### config.mk
export PLATFORM = sky130hd
export DESIGN_NAME = power_button_watchdog_fsm_flat
export DESIGN_NICKNAME = d
export VERILOG_FILES = /design/src/hw/rtl/pwrwd_pkg.sv /design/src/hw/rtl/pwrwd_in_if.sv /design/src/hw/rtl/pwrwd_out_if.sv /design/src/hw/rtl/pwrwd_cfg_if.sv /design/src/hw/rtl/pwrwd_step.sv /design/src/hw/rtl/power_button_watchdog_fsm.sv /design/src/flat_wrapper.sv
export SDC_FILE = /design/constraint.sdc
export NUM_CORES = 1
export LEC_CHECK = 0
export BUFFER_PORTS_ARGS = -buffer_cell sky130_fd_sc_hd__buf_4
export CAP_MARGIN = 5
export CORE_MARGIN = 1
export CORE_UTILIZATION = 30
export DETAILED_ROUTE_END_ITERATION = 6
export PLACE_DENSITY = 0.46
export SLEW_MARGIN = 20
export SYNTH_ARGS = -nofsm -noshare
export SYNTH_HDL_FRONTEND = slang
export SYNTH_SLANG_ARGS = --single-unit
### constraint.sdc
create_clock -name clk_i -period 8.05 [get_ports clk_i]
set_clock_uncertainty 0.15 [all_clocks]
set_input_delay 2.415 -clock clk_i [delete_from_list [all_inputs] [get_ports clk_i]]
set_output_delay 2.415 -clock clk_i [all_outputs]
set_load 0.005 [all_outputs]
### src/hw/rtl/pwrwd_pkg.sv
// pwrwd_pkg: types, codes and helpers shared by the power-button watchdog
// used by the channel interfaces, pwrwd_step and power_button_watchdog_fsm
// no dependencies
package pwrwd_pkg;

  // field widths
  localparam int unsigned OpW      = 2;
  localparam int unsigned CmdW     = 3;
  localparam int unsigned ModeW    = 3;
  localparam int unsigned StatusW  = 2;
  localparam int unsigned TickW    = 8;
  localparam int unsigned CfgIdxW  = 2;
  localparam int unsigned CfgDataW = 8;

  // register reset values
  localparam logic [TickW-1:0] InitTimeoutRst   = 8'd5;
  localparam logic [TickW-1:0] ActiveTimeoutRst = 8'd10;
  localparam logic [TickW-1:0] TickMax          = 8'd255;

  // register indexes
  localparam logic [CfgIdxW-1:0] CFG_INIT_TIMEOUT   = 2'd0;
  localparam logic [CfgIdxW-1:0] CFG_ACTIVE_TIMEOUT = 2'd1;

  // event kinds
  localparam logic [OpW-1:0] OP_TICK    = 2'd0;
  localparam logic [OpW-1:0] OP_SENSE_A = 2'd1;
  localparam logic [OpW-1:0] OP_SENSE_B = 2'd2;
  localparam logic [OpW-1:0] OP_CMD     = 2'd3;

  // commands
  localparam logic [CmdW-1:0] CMD_GET_STATE = 3'd0;
  localparam logic [CmdW-1:0] CMD_TOUCH     = 3'd1;
  localparam logic [CmdW-1:0] CMD_SHUTDOWN  = 3'd2;
  localparam logic [CmdW-1:0] CMD_HARD_RST  = 3'd3;
  localparam logic [CmdW-1:0] CMD_POWER_UP  = 3'd4;

  // status codes
  localparam logic [StatusW-1:0] ST_OK      = 2'd0;
  localparam logic [StatusW-1:0] ST_NOT_ON  = 2'd1;
  localparam logic [StatusW-1:0] ST_NOT_OFF = 2'd2;
  localparam logic [StatusW-1:0] ST_UNKNOWN = 2'd3;

  // external mode codes
  localparam logic [ModeW-1:0] CODE_INIT     = 3'd0;
  localparam logic [ModeW-1:0] CODE_OFF      = 3'd1;
  localparam logic [ModeW-1:0] CODE_PWRUP    = 3'd2;
  localparam logic [ModeW-1:0] CODE_ON       = 3'd3;
  localparam logic [ModeW-1:0] CODE_ACTIVE   = 3'd4;
  localparam logic [ModeW-1:0] CODE_SHUTDOWN = 3'd5;
  localparam logic [ModeW-1:0] CODE_RESET    = 3'd6;

  // watchdog state, one-hot
  typedef enum logic [6:0] {
    MODE_INIT     = 7'b0000001,
    MODE_OFF      = 7'b0000010,
    MODE_PWRUP    = 7'b0000100,
    MODE_ON       = 7'b0001000,
    MODE_ACTIVE   = 7'b0010000,
    MODE_SHUTDOWN = 7'b0100000,
    MODE_RESET    = 7'b1000000
  } mode_e;

  // one input item
  typedef struct packed {
    logic [OpW-1:0]  op;
    logic            pin_level;
    logic [CmdW-1:0] command;
  } item_t;

  // one result item
  typedef struct packed {
    logic [ModeW-1:0]   current_mode;
    logic               power_drive;
    logic               entered;
    logic [StatusW-1:0] status;
  } res_t;

  // next state and outcome of one step
  typedef struct packed {
    mode_e              mode;
    logic [TickW-1:0]   elapsed;
    logic               drive;
    logic               entered;
    logic [StatusW-1:0] status;
  } step_t;

  // one-hot state to external code
  function automatic logic [ModeW-1:0] mode_code(mode_e m);
    logic [ModeW-1:0] code;
    case (m)
      MODE_INIT:     code = CODE_INIT;
      MODE_OFF:      code = CODE_OFF;
      MODE_PWRUP:    code = CODE_PWRUP;
      MODE_ON:       code = CODE_ON;
      MODE_ACTIVE:   code = CODE_ACTIVE;
      MODE_SHUTDOWN: code = CODE_SHUTDOWN;
      MODE_RESET:    code = CODE_RESET;
      default:       code = CODE_INIT;
    endcase
    return code;
  endfunction

endpackage

### src/hw/rtl/pwrwd_in_if.sv
// pwrwd_in_if: input event channel of the power-button watchdog
// depends on pwrwd_pkg
interface pwrwd_in_if;
  logic                           valid;
  logic                           ready;
  logic [pwrwd_pkg::OpW-1:0]      op;
  logic                           pin_level;
  logic [pwrwd_pkg::CmdW-1:0]     command;

  modport source (output valid, op, pin_level, command, input ready);
  modport sink   (input valid, op, pin_level, command, output ready);
endinterface

### src/hw/rtl/pwrwd_out_if.sv
// pwrwd_out_if: result channel of the power-button watchdog
// depends on pwrwd_pkg
interface pwrwd_out_if;
  logic                           valid;
  logic                           ready;
  logic [pwrwd_pkg::ModeW-1:0]    current_mode;
  logic                           power_drive;
  logic                           entered;
  logic [pwrwd_pkg::StatusW-1:0]  status;

  modport source (output valid, current_mode, power_drive, entered, status, input ready);
  modport sink   (input valid, current_mode, power_drive, entered, status, output ready);
endinterface

### src/hw/rtl/pwrwd_cfg_if.sv
// pwrwd_cfg_if: register write channel of the power-button watchdog
// depends on pwrwd_pkg
interface pwrwd_cfg_if;
  logic                            valid;
  logic                            ready;
  logic [pwrwd_pkg::CfgIdxW-1:0]   index;
  logic [pwrwd_pkg::CfgDataW-1:0]  data;

  modport source (output valid, index, data, input ready);
  modport sink   (input valid, index, data, output ready);
endinterface

### src/hw/rtl/pwrwd_step.sv
// pwrwd_step: transition logic of the watchdog for one event
// depends on pwrwd_pkg; purely combinational, used by power_button_watchdog_fsm
module pwrwd_step (
  input  pwrwd_pkg::mode_e                 mode_i,
  input  logic [pwrwd_pkg::TickW-1:0]      elapsed_i,
  input  logic                             drive_i,
  input  pwrwd_pkg::item_t                 item_i,
  input  logic [pwrwd_pkg::TickW-1:0]      init_timeout_i,
  input  logic [pwrwd_pkg::TickW-1:0]      active_timeout_i,
  output pwrwd_pkg::step_t                 step_o
);

  logic [pwrwd_pkg::TickW-1:0] tick_inc;
  logic [pwrwd_pkg::TickW-1:0] limit;
  logic                        on_like;
  logic                        react_a;
  logic                        do_enter;
  pwrwd_pkg::mode_e            target;
  logic                        drive_pre;

  // saturating tick count and timeout limit of the current state
  assign tick_inc = (elapsed_i == pwrwd_pkg::TickMax) ? elapsed_i
                                                      : elapsed_i + 1'b1;
  always_comb begin
    case (mode_i)
      pwrwd_pkg::MODE_INIT:   limit = init_timeout_i;
      pwrwd_pkg::MODE_ACTIVE: limit = active_timeout_i;
      default:                limit = '0;
    endcase
  end

  assign on_like = (mode_i == pwrwd_pkg::MODE_ON) || (mode_i == pwrwd_pkg::MODE_ACTIVE);

  // early states react to a high first sense input, the rest to a low one
  assign react_a = (mode_i == pwrwd_pkg::MODE_INIT || mode_i == pwrwd_pkg::MODE_OFF ||
                    mode_i == pwrwd_pkg::MODE_PWRUP) ? item_i.pin_level
                                                     : !item_i.pin_level;

  // event decode: pick the target state and status
  always_comb begin
    do_enter       = 1'b0;
    target         = mode_i;
    drive_pre      = drive_i;
    step_o.elapsed = elapsed_i;
    step_o.status  = pwrwd_pkg::ST_OK;
    case (item_i.op)
      pwrwd_pkg::OP_TICK: begin
        step_o.elapsed = tick_inc;
        if (limit != '0 && limit <= tick_inc) begin
          do_enter = 1'b1;
          target   = (mode_i == pwrwd_pkg::MODE_INIT) ? pwrwd_pkg::MODE_PWRUP
                                                      : pwrwd_pkg::MODE_RESET;
        end
      end
      pwrwd_pkg::OP_SENSE_A: begin
        if (react_a) begin
          do_enter = 1'b1;
          case (mode_i)
            pwrwd_pkg::MODE_INIT,
            pwrwd_pkg::MODE_OFF:      target = pwrwd_pkg::MODE_ON;
            pwrwd_pkg::MODE_PWRUP: begin
              target    = pwrwd_pkg::MODE_ON;
              drive_pre = 1'b0;
            end
            pwrwd_pkg::MODE_ON:       target = pwrwd_pkg::MODE_OFF;
            pwrwd_pkg::MODE_ACTIVE:   target = pwrwd_pkg::MODE_SHUTDOWN;
            pwrwd_pkg::MODE_SHUTDOWN: begin
              target    = pwrwd_pkg::MODE_OFF;
              drive_pre = 1'b0;
            end
            pwrwd_pkg::MODE_RESET: begin
              target    = pwrwd_pkg::MODE_INIT;
              drive_pre = 1'b0;
            end
            default:                  target = mode_i;
          endcase
        end
      end
      pwrwd_pkg::OP_SENSE_B: begin
        if (!item_i.pin_level &&
            (mode_i == pwrwd_pkg::MODE_INIT || mode_i == pwrwd_pkg::MODE_OFF)) begin
          do_enter = 1'b1;
          target   = pwrwd_pkg::MODE_INIT;
        end
      end
      default: begin
        case (item_i.command)
          pwrwd_pkg::CMD_GET_STATE: ;
          pwrwd_pkg::CMD_TOUCH,
          pwrwd_pkg::CMD_SHUTDOWN,
          pwrwd_pkg::CMD_HARD_RST: begin
            if (!on_like) begin
              step_o.status = pwrwd_pkg::ST_NOT_ON;
            end else begin
              do_enter = 1'b1;
              if (item_i.command == pwrwd_pkg::CMD_TOUCH) begin
                target = pwrwd_pkg::MODE_ACTIVE;
              end else if (item_i.command == pwrwd_pkg::CMD_SHUTDOWN) begin
                target = pwrwd_pkg::MODE_SHUTDOWN;
              end else begin
                target = pwrwd_pkg::MODE_RESET;
              end
            end
          end
          pwrwd_pkg::CMD_POWER_UP: begin
            if (mode_i == pwrwd_pkg::MODE_INIT || mode_i == pwrwd_pkg::MODE_OFF ||
                mode_i == pwrwd_pkg::MODE_PWRUP) begin
              do_enter = 1'b1;
              target   = pwrwd_pkg::MODE_PWRUP;
            end else begin
              step_o.status = pwrwd_pkg::ST_NOT_OFF;
            end
          end
          default: step_o.status = pwrwd_pkg::ST_UNKNOWN;
        endcase
      end
    endcase

    // state entry: clear the count and apply the entry drive action
    step_o.mode    = mode_i;
    step_o.drive   = drive_pre;
    step_o.entered = do_enter;
    if (do_enter) begin
      step_o.mode    = target;
      step_o.elapsed = '0;
      case (target)
        pwrwd_pkg::MODE_INIT,
        pwrwd_pkg::MODE_OFF:      step_o.drive = 1'b0;
        pwrwd_pkg::MODE_PWRUP,
        pwrwd_pkg::MODE_SHUTDOWN,
        pwrwd_pkg::MODE_RESET:    step_o.drive = 1'b1;
        default:                  step_o.drive = drive_pre;
      endcase
    end
  end

endmodule

### src/hw/rtl/power_button_watchdog_fsm.sv
// power_button_watchdog_fsm: top level of the power-button watchdog
// depends on pwrwd_pkg, pwrwd_in_if, pwrwd_out_if, pwrwd_cfg_if and pwrwd_step
//
//   channel  dir  handshake     payload
//   in_i     in   valid/ready   op, pin_level, command
//   res_o    out  valid/ready   current_mode, power_drive, entered, status
//   cfg_i    in   valid/ready   index, data (init_timeout, active_timeout)
//
// one event per cycle while results are taken: an event is held in an input
// register, one level of transition logic updates the state and loads the
// result register once the output is free
// the input register refills in the cycle it drains, so a stalled result
// holds both registers and throttles in_i.ready
// reset: state init, drive released, timeouts 5 and 10; cfg_i is always ready
module power_button_watchdog_fsm (
  input  logic        clk_i,
  input  logic        rst_ni,
  pwrwd_in_if.sink    in_i,
  pwrwd_out_if.source res_o,
  pwrwd_cfg_if.sink   cfg_i
);

  logic                        in_valid_q;
  pwrwd_pkg::item_t            in_q;
  logic                        res_valid_q;
  pwrwd_pkg::res_t             res_q;
  pwrwd_pkg::mode_e            mode_q;
  logic [pwrwd_pkg::TickW-1:0] elapsed_q;
  logic                        drive_q;
  logic [pwrwd_pkg::TickW-1:0] init_timeout_q;
  logic [pwrwd_pkg::TickW-1:0] active_timeout_q;
  logic                        out_free;
  logic                        advance;
  pwrwd_pkg::step_t            step;

  // flow control
  assign out_free    = !res_valid_q || res_o.ready;
  assign advance     = in_valid_q && out_free;
  assign in_i.ready  = !in_valid_q || advance;
  assign cfg_i.ready = 1'b1;

  // register writes
  always_ff @(posedge clk_i or negedge rst_ni) begin
    if (!rst_ni) begin
      init_timeout_q   <= pwrwd_pkg::InitTimeoutRst;
      active_timeout_q <= pwrwd_pkg::ActiveTimeoutRst;
    end else if (cfg_i.valid) begin
      case (cfg_i.index)
        pwrwd_pkg::CFG_INIT_TIMEOUT:   init_timeout_q   <= cfg_i.data;
        pwrwd_pkg::CFG_ACTIVE_TIMEOUT: active_timeout_q <= cfg_i.data;
        default: ;
      endcase
    end
  end

  // input register
  always_ff @(posedge clk_i or negedge rst_ni) begin
    if (!rst_ni) begin
      in_valid_q <= 1'b0;
    end else if (in_i.ready) begin
      in_valid_q <= in_i.valid;
    end
  end

  always_ff @(posedge clk_i) begin
    if (in_i.valid && in_i.ready) begin
      in_q.op        <= in_i.op;
      in_q.pin_level <= in_i.pin_level;
      in_q.command   <= in_i.command;
    end
  end

  pwrwd_step u_step (
    .mode_i           (mode_q),
    .elapsed_i        (elapsed_q),
    .drive_i          (drive_q),
    .item_i           (in_q),
    .init_timeout_i   (init_timeout_q),
    .active_timeout_i (active_timeout_q),
    .step_o           (step)
  );

  // watchdog state
  always_ff @(posedge clk_i or negedge rst_ni) begin
    if (!rst_ni) begin
      mode_q    <= pwrwd_pkg::MODE_INIT;
      elapsed_q <= '0;
      drive_q   <= 1'b0;
    end else if (advance) begin
      mode_q    <= step.mode;
      elapsed_q <= step.elapsed;
      drive_q   <= step.drive;
    end
  end

  // result register
  always_ff @(posedge clk_i or negedge rst_ni) begin
    if (!rst_ni) begin
      res_valid_q <= 1'b0;
    end else if (out_free) begin
      res_valid_q <= in_valid_q;
    end
  end

  always_ff @(posedge clk_i) begin
    if (advance) begin
      res_q.current_mode <= pwrwd_pkg::mode_code(step.mode);
      res_q.power_drive  <= step.drive;
      res_q.entered      <= step.entered;
      res_q.status       <= step.status;
    end
  end

  assign res_o.valid        = res_valid_q;
  assign res_o.current_mode = res_q.current_mode;
  assign res_o.power_drive  = res_q.power_drive;
  assign res_o.entered      = res_q.entered;
  assign res_o.status       = res_q.status;

  // a state entry always restarts the tick count
  a_entry_clears: assert property (@(posedge clk_i) disable iff (!rst_ni)
    advance && step.entered |=> elapsed_q == '0)
    else $error("tick count not cleared on state entry");

  // pressing states hold the drive, released states keep it off
  a_drive_pressed: assert property (@(posedge clk_i) disable iff (!rst_ni)
    (mode_q == pwrwd_pkg::MODE_PWRUP || mode_q == pwrwd_pkg::MODE_SHUTDOWN ||
     mode_q == pwrwd_pkg::MODE_RESET) |-> drive_q)
    else $error("drive released in a pressing state");

  a_drive_released: assert property (@(posedge clk_i) disable iff (!rst_ni)
    (mode_q == pwrwd_pkg::MODE_INIT || mode_q == pwrwd_pkg::MODE_OFF) |-> !drive_q)
    else $error("drive pressed in a released state");

  // every drained event leaves a result behind
  a_result_loaded: assert property (@(posedge clk_i) disable iff (!rst_ni)
    advance |=> res_valid_q)
    else $error("event drained without a result");

  // a rejected command never enters a state
  a_status_no_entry: assert property (@(posedge clk_i) disable iff (!rst_ni)
    res_valid_q && res_q.status != pwrwd_pkg::ST_OK |-> !res_q.entered)
    else $error("state entered on a rejected command");

endmodule

### src/flat_wrapper.sv
// flat-port wrapper written by rule: the top's interface ports become plain ports
module power_button_watchdog_fsm_flat 
  (clk_i, rst_ni, in_i_valid, in_i_op, in_i_pin_level, in_i_command, in_i_ready, res_o_valid, res_o_current_mode, res_o_power_drive, res_o_entered, res_o_status, res_o_ready, cfg_i_valid, cfg_i_index, cfg_i_data, cfg_i_ready);
  pwrwd_in_if in_i_i ();
  pwrwd_out_if res_o_i ();
  pwrwd_cfg_if cfg_i_i ();
  input  logic clk_i;
  input  logic rst_ni;
  input wire logic [$bits(in_i_i.valid)-1:0] in_i_valid;
  input wire logic [$bits(in_i_i.op)-1:0] in_i_op;
  input wire logic [$bits(in_i_i.pin_level)-1:0] in_i_pin_level;
  input wire logic [$bits(in_i_i.command)-1:0] in_i_command;
  output wire logic [$bits(in_i_i.ready)-1:0] in_i_ready;
  output wire logic [$bits(res_o_i.valid)-1:0] res_o_valid;
  output wire logic [$bits(res_o_i.current_mode)-1:0] res_o_current_mode;
  output wire logic [$bits(res_o_i.power_drive)-1:0] res_o_power_drive;
  output wire logic [$bits(res_o_i.entered)-1:0] res_o_entered;
  output wire logic [$bits(res_o_i.status)-1:0] res_o_status;
  input wire logic [$bits(res_o_i.ready)-1:0] res_o_ready;
  input wire logic [$bits(cfg_i_i.valid)-1:0] cfg_i_valid;
  input wire logic [$bits(cfg_i_i.index)-1:0] cfg_i_index;
  input wire logic [$bits(cfg_i_i.data)-1:0] cfg_i_data;
  output wire logic [$bits(cfg_i_i.ready)-1:0] cfg_i_ready;
  assign in_i_i.valid = in_i_valid;
  assign in_i_i.op = in_i_op;
  assign in_i_i.pin_level = in_i_pin_level;
  assign in_i_i.command = in_i_command;
  assign in_i_ready = in_i_i.ready;
  assign res_o_valid = res_o_i.valid;
  assign res_o_current_mode = res_o_i.current_mode;
  assign res_o_power_drive = res_o_i.power_drive;
  assign res_o_entered = res_o_i.entered;
  assign res_o_status = res_o_i.status;
  assign res_o_i.ready = res_o_ready;
  assign cfg_i_i.valid = cfg_i_valid;
  assign cfg_i_i.index = cfg_i_index;
  assign cfg_i_i.data = cfg_i_data;
  assign cfg_i_ready = cfg_i_i.ready;
  power_button_watchdog_fsm u_core (.clk_i(clk_i), .rst_ni(rst_ni), .in_i(in_i_i), .res_o(res_o_i), .cfg_i(cfg_i_i));
endmodule
=== Yosys cells after proc, flatten, opt, wreduce, memory -nomap -nowiden ===
Cells that the tools add are included.

* Output and inout port bits: 10
* Register bits: 47

* Muxes and demuxes: 31
* Equal/unequal tests: 26
* Reduce and logical (&&, ||, !) cells: 27
* $lt $le $gt $ge: 1
* Add/subtract/negate cells: 1

{| class="wikitable"
|+ Operators by type and width
! operator !! count
|-
| two-way mux 7 bit || 8
|-
| one-hot mux 7 bit (4 select lines) || 1
|-
| == test 7 x 2 -> 1 bit (second input constant) || 3
|-
| == test 7 x 3 -> 1 bit (second input constant) || 3
|-
| == test 7 x 6 -> 1 bit (second input constant) || 3
|-
| == test 7 bit (second input constant) || 3
|-
| one-hot mux 7 bit (3 select lines) || 1
|-
| one-hot mux 3 bit (6 select lines) || 1
|-
| two-way mux 16 bit || 1
|-
| two-way mux 8 bit || 2
|-
| one-hot mux 8 bit (2 select lines) || 1
|-
| OR reduction 3 bit || 5
|-
| == test 7 x 1 -> 1 bit (second input constant) || 2
|-
| == test 7 x 4 -> 1 bit (second input constant) || 2
|-
| == test 7 x 5 -> 1 bit (second input constant) || 2
|-
| one-hot mux 7 bit (2 select lines) || 1
|-
| two-way mux 1 bit || 10
|-
| adder 8 x 1 -> 8 bit (second input constant) || 1
|-
| == test 8 bit (second input constant) || 1
|-
| <= comparator 8 bit || 1
|-
| nonzero test 8 bit || 1
|-
| == test 3 x 2 -> 1 bit (second input constant) || 2
|-
| one-hot mux 2 bit (3 select lines) || 1
|-
| AND reduction 2 bit || 3
|-
| 14 further kinds || 27
|}

=== Depth between registers and ports, before layout ===
Gate-level depths: netlist of run 1.

* Depth after elaboration: 12
* Mapped depth: 15
* Depth with buffers taken out: 15

=== Modules after synthesis ===
Synthesis of run 1 repeated with hierarchy kept, for this count alone.

* Cells, all modules: 306
* Area, all modules: 3186.8 um^2

{| class="wikitable"
|+ By module, submodules not included
! module !! seq. area each (um^2) !! cells each !! area each (um^2) !! times used
|-
| power_button_watchdog_fsm || 1247.4 || 104 || 1800.5 || 1
|-
| pwrwd_step || 0.0 || 202 || 1386.3 || 1
|}

=== Worst setup path before layout of run 1 ===
OpenSTA, ideal clock, no wires.

* Kind: input-to-output
* From: input port res_o_ready
* To: output port in_i_ready
* Path slack: 2.896 ns
* Stages on the path: 1
* Buffers on the path: 0
* Data arrival time: 2.589 ns
* Path through: nand3b_1

* Cells in the longest elaborated chain, start to end: 3

{| class="wikitable"
|+ Ends and longest elaborated chain
! what !! RTL line !! RTL
|-
| start: declaration || flat_wrapper.sv:19 || <nowiki>input wire logic [$bits(res_o_i.ready)-1:0] res_o_ready;</nowiki>
|-
| logical OR 1 bit || power_button_watchdog_fsm.sv:37 || <nowiki>assign out_free = !res_valid_q || res_o.ready;</nowiki>
|-
| logical AND 1 bit || power_button_watchdog_fsm.sv:38 || <nowiki>assign advance = in_valid_q && out_free;</nowiki>
|-
| logical OR 1 bit || power_button_watchdog_fsm.sv:39 || <nowiki>assign in_i.ready = !in_valid_q || advance;</nowiki>
|-
| end: declaration || flat_wrapper.sv:13 || <nowiki>output wire logic [$bits(in_i_i.ready)-1:0] in_i_ready;</nowiki>
|}

No other way between the ends.

=== Worst setup path in the final report of run 1 ===
Ends and elaborated chain as after synthesis.

==> results of run 1 <==
-- layer usage --
metal | vias up | routed length, µm | GRT usage, %
met5 | - | 0 | 0
met4 | 0 | 100 | 4.73
met3 | 7 | 311 | 2.37
met2 | 59 | 3030 | 22.4
met1 | 1115 | 3440 | 19.9
li1 | 1156 | - | -
-- registers in the layout, indices dropped and copies added, names as in the netlist --
signal / cells
u_core.active_timeout_q: 8
u_core.drive_q: 1
u_core.res_o.valid: 1
u_core.res_o.status: 2
u_core.res_o.current_mode: 3
u_core.in_valid_q: 1
u_core.res_o.entered: 1
u_core.res_o.power_drive: 1
u_core.in_q: 6
u_core.elapsed_q: 8
u_core.init_timeout_q: 8
u_core.mode_q: 7
-- cell families (layout without fill, tap and decap cells) --
group | after synthesis | count (layout)
AOI/OAI and AO/OA | 72 | 72
xor gates and xnor gates | 12 | 12
adders and majority gates | 9 | 9
buffers and inverters | 22 | 45
DFF | 47 | 47
muxes | 22 | 22
other | 1 | 1
and+or+nand+nor | 110 | 110
-- final cells by class --
class | instances | area [µm²] | area share, %
Multi-Input combinational cell | 226 | 1630 | 47.9
Sequential cell | 47 | 1250 | 36.6
Timing Repair Buffer | 30 | 225 | 6.61
Tap cell | 133 | 166 | 4.88
Clock buffer | 6 | 93.8 | 2.75
Inverter | 7 | 26.3 | 0.771
Clock inverter | 2 | 17.5 | 0.514
-- worst min-delay path by stage --
| stage | startpoint | end | slack, ns |
|---|---|---|---|
| 6_report | u_core.in_valid_q$_DFFE_PN0N_ | u_core.res_o.valid$_DFFE_PN0P_ | 0.36 |
| 4_1_cts | u_core.in_valid_q$_DFFE_PN0N_ | u_core.res_o.valid$_DFFE_PN0P_ | 0.37 |
| 3_3_place_gp | u_core.in_valid_q$_DFFE_PN0N_ | u_core.res_o.valid$_DFFE_PN0P_ | 0.33 |
| 3_5_place_dp | u_core.in_valid_q$_DFFE_PN0N_ | u_core.res_o.valid$_DFFE_PN0P_ | 0.32 |
| 5_1_grt | u_core.in_valid_q$_DFFE_PN0N_ | u_core.res_o.valid$_DFFE_PN0P_ | 0.41 |
| 2_1_floorplan | u_core.in_valid_q$_DFFE_PN0N_ | u_core.res_o.valid$_DFFE_PN0P_ | 0.31 |
-- Yosys cell counts (7+ instances only) --
| master | count |
|---|---|
| sky130_fd_sc_hd__nor2_1 | 12 |
| sky130_fd_sc_hd__a22o_1 | 7 |
| sky130_fd_sc_hd__o21ai_0 | 23 |
| sky130_fd_sc_hd__nand2_1 | 30 |
| sky130_fd_sc_hd__ha_1 | 9 |
| sky130_fd_sc_hd__dfrtp_1 | 29 |
| sky130_fd_sc_hd__inv_1 | 7 |
| sky130_fd_sc_hd__edfxtp_1 | 13 |
| sky130_fd_sc_hd__a21oi_1 | 11 |
| sky130_fd_sc_hd__nand4_1 | 8 |
| sky130_fd_sc_hd__nand3_1 | 10 |
| sky130_fd_sc_hd__nor4_1 | 7 |
| sky130_fd_sc_hd__mux2_2 | 17 |
-- where the power goes --
group	switching (mW)	total, mW	internal [mW]
combinational	0.247	0.457	0.210
sequential	0.0714	0.376	0.305
clock	0.0928	0.175	0.0819
total	0.411	1.01	0.597
-- worst register-to-register path: stages (launching register included) --
cell and delay (ns):
sky130_fd_sc_hd__dfrtp_1 0.50, sky130_fd_sc_hd__or4_4 0.63, sky130_fd_sc_hd__nor4b_4 0.52, sky130_fd_sc_hd__a22o_1 0.23, sky130_fd_sc_hd__ha_1 0.26, sky130_fd_sc_hd__a21oi_1 0.13, sky130_fd_sc_hd__o21ai_0 0.11, sky130_fd_sc_hd__o21a_1 0.16
sky130_fd_sc_hd__nor3_1 0.35, sky130_fd_sc_hd__and4_1 0.26, sky130_fd_sc_hd__a221o_1 0.24, sky130_fd_sc_hd__inv_1 0.11, sky130_fd_sc_hd__or3_1 0.37, sky130_fd_sc_hd__a2111oi_2 0.35
-- through the flow --
stage	setup slack (ns)	cell area, µm²
after floorplan	2.90	3040
after global placement	2.64	3300
after detailed placement	2.64	3300
after CTS	2.63	3410
after global routing	2.61	3410
final	2.63	3410
==> results.md, run 1 <==
- In this run the horizontal extent of the chip is 103 µm.
- The start point of the critical path is res_o_ready.
- 0 antenna diodes ended up in the layout.
- The capture point of the critical path is in_i_ready.
- The mean area per synthesized cell is 10.3 µm².
- The total global-route track usage is 14.3%.
- The effective utilization at floorplan is 31.0%.
- The nature of the critical path endpoint is an output port.
- In the synthesized netlist the dominant register cell turns out to be sky130_fd_sc_hd__dfrtp_1.
- For this design, the slowest cell found on the critical path is sky130_fd_sc_hd__nand3b_1.
- The global-route wire length before repair is 11500 µm.
- Of the total synthesized cell area, the portion taken by XOR and XNOR cells is 3.70%.
- The post-route non-filler standard cell count is 451.
- The tree built by TritonCTS fans out to 47 sinks.
- Summed over all cells, the static leakage comes to 1.35 nW.
- Setup repair after global routing left no endpoint under its margin.
- The run finished with clean final reports.
- The worst-margin pin slew is 0.684 ns.
- The count of hold buffers inserted by post-cts repair is 0.
- During synthesis, Yosys emitted a total of 0 warnings.
- The number of buffers and inverters on the critical path is 2.
- After synthesis, the netlist uses 66 different library cells.
- The die boundary height is 103 µm.
- After synthesis, the largest area contributor takes up 23.9% of total cell area.
- The number of antenna violations at the first check in global routing is 0.
- The count of buffers added on input and output ports is 29.
- The cell count after synthesis is 295.
- Headroom to the max-slew limit came out at 54.4%.
- Entering global routing, the biggest net connects 35 pins.
- The length in cells of the worst reg-to-reg path is 13.
- The biggest area contributor in the post-synthesis netlist is sky130_fd_sc_hd__dfrtp_1.
- The later pin in the worst-skew pair is clocked with a latency of 0.31 ns.
- The setup slack of the most critical reg-to-reg path is 3.50 ns.
- After filler insertion, the fill cell instance count of the layout stands at 1057.
- For the worst setup path, the data required time is 5.49 ns.
- The core region is 9820 µm².
- The remaining antenna violation count is 0.
- The longest clock path from root to sink contains 2 buffers.
- Along the worst hold path, the cell count comes to 1.
- The total stage count of the critical path is 3.
- The critical path launch point type is an input pin.
- After detailed routing, the number of remaining DRC violations is 0.
- The number of enable flip-flop cells after synthesis is 13.
- The compound-gate portion of the synthesized area is 17.0%.
- After clock tree synthesis, the repair step resized 0 gates.
- The endpoint identified for the worst register-to-register timing path is u_core.res_o.current_mode[1]$_DFFE_PP_.
- TritonCTS built the clock tree.
- The via density per instance is 5.18.
- The top-level port count is 31.
- In this run the worst hold path is classified as reg2reg.
- In the layout the commonest cells are sky130_fd_sc_hd__nand2_1, sky130_fd_sc_hd__buf_4, sky130_fd_sc_hd__dfrtp_1.
- Max-cap violations in this run came to 0.
- The core occupancy in the finished layout is 34.7%.
- In this run, placement finished with an instance count of 443.
- The top fanout value on the critical path is 3.
- Of the synthesized area, sequential elements account for 41.0%.
- The buffer type at the clock tree root is sky130_fd_sc_hd__clkbuf_8.
- Setup violations remaining at the end of the flow were counted as 0.
- The critical path in this run is classified as in2out.
- The minimum period implied by the final worst setup slack is 5.42 ns.
- After synthesis, the largest family of logic cells by area is simple AND/OR/NAND/NOR gates.
- The synthesized-area fraction occupied by and/or/nand/nor cells is 21.1%.
- Among the stages of the critical path, the cell type that occurs most often is sky130_fd_sc_hd__buf_4.
- The routed wire length is 6880 µm.
- The worst register-to-register path begins at u_core.mode_q[3]$_DFFE_PN0P_.
- The post-route netlist has 25.5% of its cells at a drive strength greater than 1.
- For this run, the post-layout net count is 347.
- After detailed routing, the average wire length per cell comes to 15.2 µm.
- Compared with the post-synthesis result, the final layout area differs by 12.1%.
- The number of placement rows is 36.
- The final count of pins violating max slew is 0.
- The worst path uses 67.3% of the clock period.
- Derived from the worst setup path, the maximum achievable clock frequency is 0.185 GHz.
- The area of the mapped netlist is 3040 µm².
- The maximum vdd drop is 0.0905 mV.
- After the first detailed-routing iteration, the DRC count stood at 151.
- The HPWL after detailed placement is 5120 µm.
- The critical path goes through buf_4, nand3b_1, buf_4.
- Adding up every negative setup slack in the final design gives 0 ns.
- The first detailed-routing pass took 5 iterations.
- The H-tree was split into 2 levels.
- The clock-pin slew of the registers on the worst-case setup and hold paths is 0.10 ns.
- The die covers 10500 µm².
- The areal power density over the cells is 296 nW/µm².
- The mux cell area share after synthesis is 7.94%.
- The via count is 2337.
- The global placer's final weighted congestion is 0.798.
- For this run, asynchronously set or reset flops after synthesis account for 72.3%.
- The delay of the slowest cell on the worst path is 0.17 ns.
- Power comes to 1.01 mW.
- The post-synthesis share of cell area spent on full adders, half adders and majority gates is 3.70%.
- The final hold violation count was 0.
- The total CTS buffers is 5.
- The residual overflow from global routing is 0.
- Hold timing on the final database bottoms out at a slack of 0.359 ns.
- The synthesized design contains 47 register bits.
- The post-CTS setup-driven buffer insertion count is 0.
- For the worst setup path, the data arrival time is 2.85 ns.
- By area the synthesized netlist is led by sky130_fd_sc_hd__dfrtp_1, sky130_fd_sc_hd__edfxtp_1, sky130_fd_sc_hd__mux2_2.
- The number of global-route vias before repair is 2260.
- Among cell families on the critical path, the largest total delay comes from buffers and inverters.
- The synthesized net count is 325.
Power figures use the tool's default switching activity.
==> run 2: changes to the inputs <==
Clock period 8.05 ns to 5 ns, I/O delays scaled along.
==> results.md, run 2 (same netlist as run 1, synthesis figures left out) <==
- The later pin in the worst-skew pair is clocked with a latency of 0.31 ns.
- The worst relative slew slack is 54.7%.
- The total die area is 10500 µm².
- The wire length per cell after detailed routing is 15.3 µm.
- No sink is reached through more buffers than the 2 on the longest clock path.
- The arrival time at the worst endpoint is 4.44 ns.
- The sink count of the clock tree is 47.
- The pin count of the biggest net entering global routing is 35.
- The repair_antennas step left the layout with diodes totalling 0.
- During placement, the flow inserted port buffers numbering 29.
- The number of gates resized after CTS was 0.
- The remaining antenna violation count is 0.
- The final count of pins violating max slew was 0.
- The net count of the finished layout is 350.
- The count of hold buffers inserted by post-cts repair is 0.
- Clock-pin slew was measured on the worst setup and hold paths at 0.10 ns.
- The via density per instance is 5.31.
- Dividing the final minimum period by the clock period gives 89.4%.
- The leakage power is 1.36 nW.
- The global placer's final weighted congestion is 0.848.
- The nature of the critical path endpoint is a flop.
- Wires add up to 6940 µm.
- The floorplan step defined a core boundary enclosing 9820 µm².
- The kind of critical path is reg2reg.
- The setup slack of the most critical reg-to-reg path is 0.53 ns.
- Setup repair after global routing left no endpoint under its margin.
- The via count is 2409.
- The TritonCTS clock tree is done.
- The class of the most critical hold timing path is reg2reg.
- The timing-limited maximum frequency is 0.224 GHz.
- The delay of the slowest cell on the worst path is 0.59 ns.
- The number of antenna violations at the first check in global routing is 0.
- Leaving out fill and tap cells, the most frequent cells in the layout are sky130_fd_sc_hd__buf_4, sky130_fd_sc_hd__nand2_1, sky130_fd_sc_hd__dfrtp_1.
- The total global-route track usage is 14.1%.
- The sequential cell area is 1250 µm².
- The multi-input combinational cells in the finished layout cover a total of 1630 µm².
- The number of levels in the clock H-tree is 2.
- For this design the top-level I/O count stands at 31.
- The post-CTS setup-driven buffer insertion count is 0.
- For the pin with the worst max-slew slack, the measured transition is 0.678 ns.
- The effective utilization at floorplan is 31.0%.
- The library cell used most frequently in the layout, excluding fill and tap cells, is sky130_fd_sc_hd__buf_4.
- The final setup TNS is 0 ns.
- Compared with the post-synthesis result, the final layout area differs by 12.3%.
- For this run, design rule violations remaining after detail routing come to 0.
- The critical path data required time is 4.97 ns.
- The total of fill cells in the finished design is 1013.
- The number of global-route vias before repair came to 2246.
- Setup violations remaining at the end of the flow were counted as 0.
- Summed over all layers, the global routing overflow is 0.
- In this run the worst path has a maximum fanout of 11.
- Traced cell by cell, the critical path runs through or4_4, nor4b_4, a22o_1, ha_1, nor2b_1, o211ai_1, a21oi_1, nor3_1, and4_1, a221o_1, inv_1, or3_1, a2111oi_2.
- On the critical path the largest part of the delay comes from simple AND/OR/NAND/NOR gates.
- The first TritonRoute pass finished after 5 iterations.
- The cell type of the slowest stage on the worst timing path is sky130_fd_sc_hd__or4_4.
- The global-route wire length before repair is 11400 µm.
- The buffer type at the clock tree root is sky130_fd_sc_hd__clkbuf_8.
- IR analysis of the VDD net gives a maximum drop of 0.138 mV.
- The total of max-cap violations is 0.
- The largest registers in the layout are u_core.active_timeout_q x8, u_core.elapsed_q x8, u_core.init_timeout_q x8.
- Row generation in the floorplan step produced 36 rows.
- The width of the die is 103 µm.
- The minimum period implied by the final worst setup slack is 4.47 ns.
- Buffers inserted during clock tree synthesis total 5.
- The final hold violation count is 0.
- The critical path launch point type is a flop.
- The die boundary height is 103 µm.
- The share of final-layout standard cells stronger than drive strength 1 is 26.2%.
- The run finished with clean final reports.
- Together, buffers and inverters on the worst path number 1.
- The initial DRC count is 179.
- After legalization and detailed placement, the total HPWL measured 5250 µm.
- The areal power density over the cells is 474 nW/µm².
- Summing internal, switching and leakage power gives 1.62 mW.
-- run 2: routing by layer --
layer | up-vias | part of all wire, % | track usage, %
met3 | 6 | 5.3 | 2.92
li1 | 1169 | - | -
met2 | 86 | 44 | 21.7
met5 | - | 0 | 0
met4 | 0 | 1.4 | 4.29
met1 | 1148 | 49 | 19.7
-- run 2: final cells by class --
type | instances | share of cell area [%]
clock inverters | 3 | 0.770
multi-input cells | 226 | 47.8
inverters | 7 | 0.770
repair buffers | 33 | 7.26
flip-flops and latches | 47 | 36.5
well taps | 133 | 4.88
clock buffers | 5 | 2.02
-- run 2: path summary, 6_finish.rpt --
| kind | startpoint | end | depth (start not counted) |
|---|---|---|---|
| hold / removal | u_core.in_valid_q$_DFFE_PN0N_ | u_core.res_o.valid$_DFFE_PN0P_ | 1 |
| hold reg to reg | u_core.in_valid_q$_DFFE_PN0N_ | u_core.res_o.valid$_DFFE_PN0P_ | 1 |
| max in group asynchronous | rst_ni | u_core.mode_q[0]$_DFFE_PN1P_ | 1 |
| min in group asynchronous | rst_ni | u_core.active_timeout_q[7]$_DFFE_PN0P_ | 1 |
| setup / recovery | u_core.mode_q[5]$_DFFE_PN0P_ | u_core.res_o.current_mode[1]$_DFFE_PP_ | 13 |
| setup reg to reg | u_core.mode_q[5]$_DFFE_PN0P_ | u_core.res_o.current_mode[1]$_DFFE_PP_ | 13 |
-- run 2: power by group --
part           switching, mW  internal [mW]  total (mW)
clock                  0.147          0.104       0.251
sequential            0.0845          0.491       0.576
combinational          0.442          0.351       0.793
-- run 2: per-stage QoR --
stage	hold WS (ns)	instances	setup slack, ns	instance area, µm²	utilization (%)
global placement	0.330	446	0.595	3320	33.8
CTS	0.348	454	0.473	3410	34.8
floorplan	0.307	295	0.987	3040	-
detailed placement	0.332	446	0.511	3320	33.8
finish	0.343	454	0.530	3410	34.8
global route	0.382	454	0.200	3410	34.8
==> run 3: changes to the inputs <==
Settings changed: RECOVER_POWER from default to 50.
==> results.md, run 3 (same netlist as run 1, synthesis figures left out) <==
- The leakage power is 1.35 nW.
- The final cycle utilization of the critical path is 89.5%.
- Relative to the synthesized area, the layout overhead comes to 12.0%.
- The wire-length estimate of the detail-placed layout is 5250 µm.
- The count of hold buffers inserted by post-cts repair is 0.
- In this run the worst path has a maximum fanout of 11.
- The setup slack of the most critical reg-to-reg path is 0.52 ns.
- In the global route stage, overall resource usage came out at 14.1%.
- The nature of the critical path endpoint is a flop.
- The largest registers in the layout are u_core.active_timeout_q x8, u_core.elapsed_q x8, u_core.init_timeout_q x8.
- From bottom edge to top edge, the die measures 103 µm.
- After detailed routing, the number of remaining DRC violations is 0.
- In this run the tightest slew margin relative to its limit is -24.5%.
- In this run, placement finished with an instance count of 446.
- The first-pass detailed-route iteration total is 4.
- The final route contains 2399 vias.
- The top-level port count is 31.
- The buffer type at the clock tree root is sky130_fd_sc_hd__clkbuf_8.
- The library cells used most frequently in the layout, excluding fill and tap cells, are sky130_fd_sc_hd__nand2_1, sky130_fd_sc_hd__dfrtp_1, sky130_fd_sc_hd__o21ai_0, sky130_fd_sc_hd__buf_4, sky130_fd_sc_hd__mux2_2.
- The class of the most critical hold timing path is reg2reg.
- Total power for the finished layout comes to 1.61 mW.
- Dividing the detail-routed via count by the number of cells gives 5.28.
- The timing-limited maximum frequency is 0.223 GHz.
- TritonCTS built the clock tree.
- The kind of critical path is reg2reg.
- The clock-pin slew of the registers on the worst-case setup and hold paths is 0.10 ns.
- The final reports fail on capacitance limit, slew limit.
- STA puts the critical path data arrival time at 4.44 ns.
- The total die area is 10500 µm².
- In this run the deepest clock path goes through 2 buffers.
- For this block, the initial DRC count from the detailed router was 157.
- The residual overflow from global routing is 0.
- The number of placement rows is 36.
- For the pin with the worst max-slew slack, the measured transition is 1.87 ns.
- The first global-routing pass estimated 11400 µm of wire.
- Of the cells placed in the final design, the portion with a size suffix greater than 1 is 25.5%.
- Setup violations remaining at the end of the flow were counted as 0.
- The post-CTS setup-driven buffer insertion count is 0.
- The critical path data required time is 4.97 ns.
- The maximum vdd drop is 0.137 mV.
- Once the floorplan was initialized, standard cells occupied 31.0% of the core.
- The number of antenna violations at the first check in global routing is 0.
- The total CTS buffers is 5.
- Wires add up to 6890 µm.
- Clock latency on the worst-skew pair, taken at its later pin, is 0.31 ns.
- The final hold slack is 0.343 ns.
- The clock net in this run drives a total of 47 sinks.
- The number of antenna diodes is 0.
- Summed over all failing endpoints, the final setup total negative slack is 0 ns.
- Entering global routing, the biggest net connects 35 pins.
- Cells fill 34.7% of the core in the end.
- The final hold violation count is 0.
- The flow ran to the end, but the final reports show violations.
- The floorplan step defined a core boundary enclosing 9820 µm².
- The remaining antenna violation count is 0.
- After layout, the minimum clock period comes to 4.48 ns.
- The global placer's final weighted congestion is 0.848.
- The width of the die is 103 µm.
- Setup repair after global routing left no endpoint under its margin.
- The total of max-cap violations is 1.
- STA classifies the critical path startpoint as a flop.
- The final layout contains 350 nets.
- After detailed routing, the average wire length per cell comes to 15.2 µm.
- For this run, the number of standard cells in the final layout without fillers is 454.
- The number of levels in the clock H-tree is 2.
- In this run, post-CTS repair resized a total of 0 instances.
- The number of global-route vias before repair is 2246.
- During placement, the flow inserted port buffers numbering 29.
- The most frequent standard cell in the layout excluding fill and tap cells is sky130_fd_sc_hd__nand2_1.
- The final count of pins violating max slew was 35.
- The areal power density over the cells is 474 nW/µm².
==> run 3: changes by cell type in the layout (fill, tap and decap cells not counted) <==
cell / change
sky130_fd_sc_hd__clkbuf_1: +2
sky130_fd_sc_hd__and2_0: +1
sky130_fd_sc_hd__clkbuf_4: +8
sky130_fd_sc_hd__and2_1: -1
sky130_fd_sc_hd__buf_4: -10
==> run 3: metrics by stage <==
step	area (µm²)	worst slack (ns)
after floorplan	3040	0.987
after detailed placement	3320	0.511
after CTS	3410	0.473
after global placement	3320	0.595
after global routing	3410	0.200
final	3410	0.523
==> run 3: final cells by class <==
| class | count | area (µm²) |
|---|---|---|
| timing repair buffer | 33 | 240 |
| sequential | 47 | 1250 |
| clock buffer | 5 | 68.8 |
| clock inverter | 3 | 26.3 |
| inverter | 7 | 26.3 |
| multi-input combinational | 226 | 1630 |
| fill | 1017 | 6410 |
| tap | 133 | 166 |
==> run 3: power breakdown <==
group | switching (mW) | total, mW | internal (mW)
clock | 0.145 | 0.249 | 0.104
sequential | 0.0847 | 0.576 | 0.491
combinational | 0.439 | 0.790 | 0.350
total | 0.669 | 1.61 | 0.945
==> run 3: path summary, 6_finish.rpt <==
path	cells past startpoint	start	end
max in group asynchronous	1	rst_ni	u_core.mode_q[3]$_DFFE_PN0P_
hold / removal	1	u_core.in_valid_q$_DFFE_PN0N_	u_core.res_o.valid$_DFFE_PN0P_
setup / recovery	13	u_core.mode_q[5]$_DFFE_PN0P_	u_core.res_o.current_mode[1]$_DFFE_PP_
hold reg to reg	1	u_core.in_valid_q$_DFFE_PN0N_	u_core.res_o.valid$_DFFE_PN0P_
setup reg to reg	13	u_core.mode_q[5]$_DFFE_PN0P_	u_core.res_o.current_mode[1]$_DFFE_PP_
min in group asynchronous	1	rst_ni	u_core.active_timeout_q[7]$_DFFE_PN0P_
==> run 3: worst max-delay path: stages, from the launching register on <==
cell and delay (ns):
sky130_fd_sc_hd__dfrtp_1 0.53, sky130_fd_sc_hd__or4_4 0.59, sky130_fd_sc_hd__nor4b_4 0.50, sky130_fd_sc_hd__a22o_1 0.22, sky130_fd_sc_hd__ha_1 0.24, sky130_fd_sc_hd__nor2b_1 0.13, sky130_fd_sc_hd__o211ai_1 0.15, sky130_fd_sc_hd__a21oi_1 0.14
sky130_fd_sc_hd__nor3_1 0.34, sky130_fd_sc_hd__and4_1 0.25, sky130_fd_sc_hd__a221o_1 0.23, sky130_fd_sc_hd__inv_1 0.09, sky130_fd_sc_hd__or3_1 0.37, sky130_fd_sc_hd__a2111oi_2 0.35
==> run 3: routing by layer <==
layer	wire (µm)	global-route usage, %	up-vias	part of all wire [%]
li1	-	-	1168	-
met1	3340	19.7	1142	48
met2	3070	21.7	83	45
met3	379	2.92	6	5.5
met4	101	4.29	0	1.5
met5	0	0	-	0
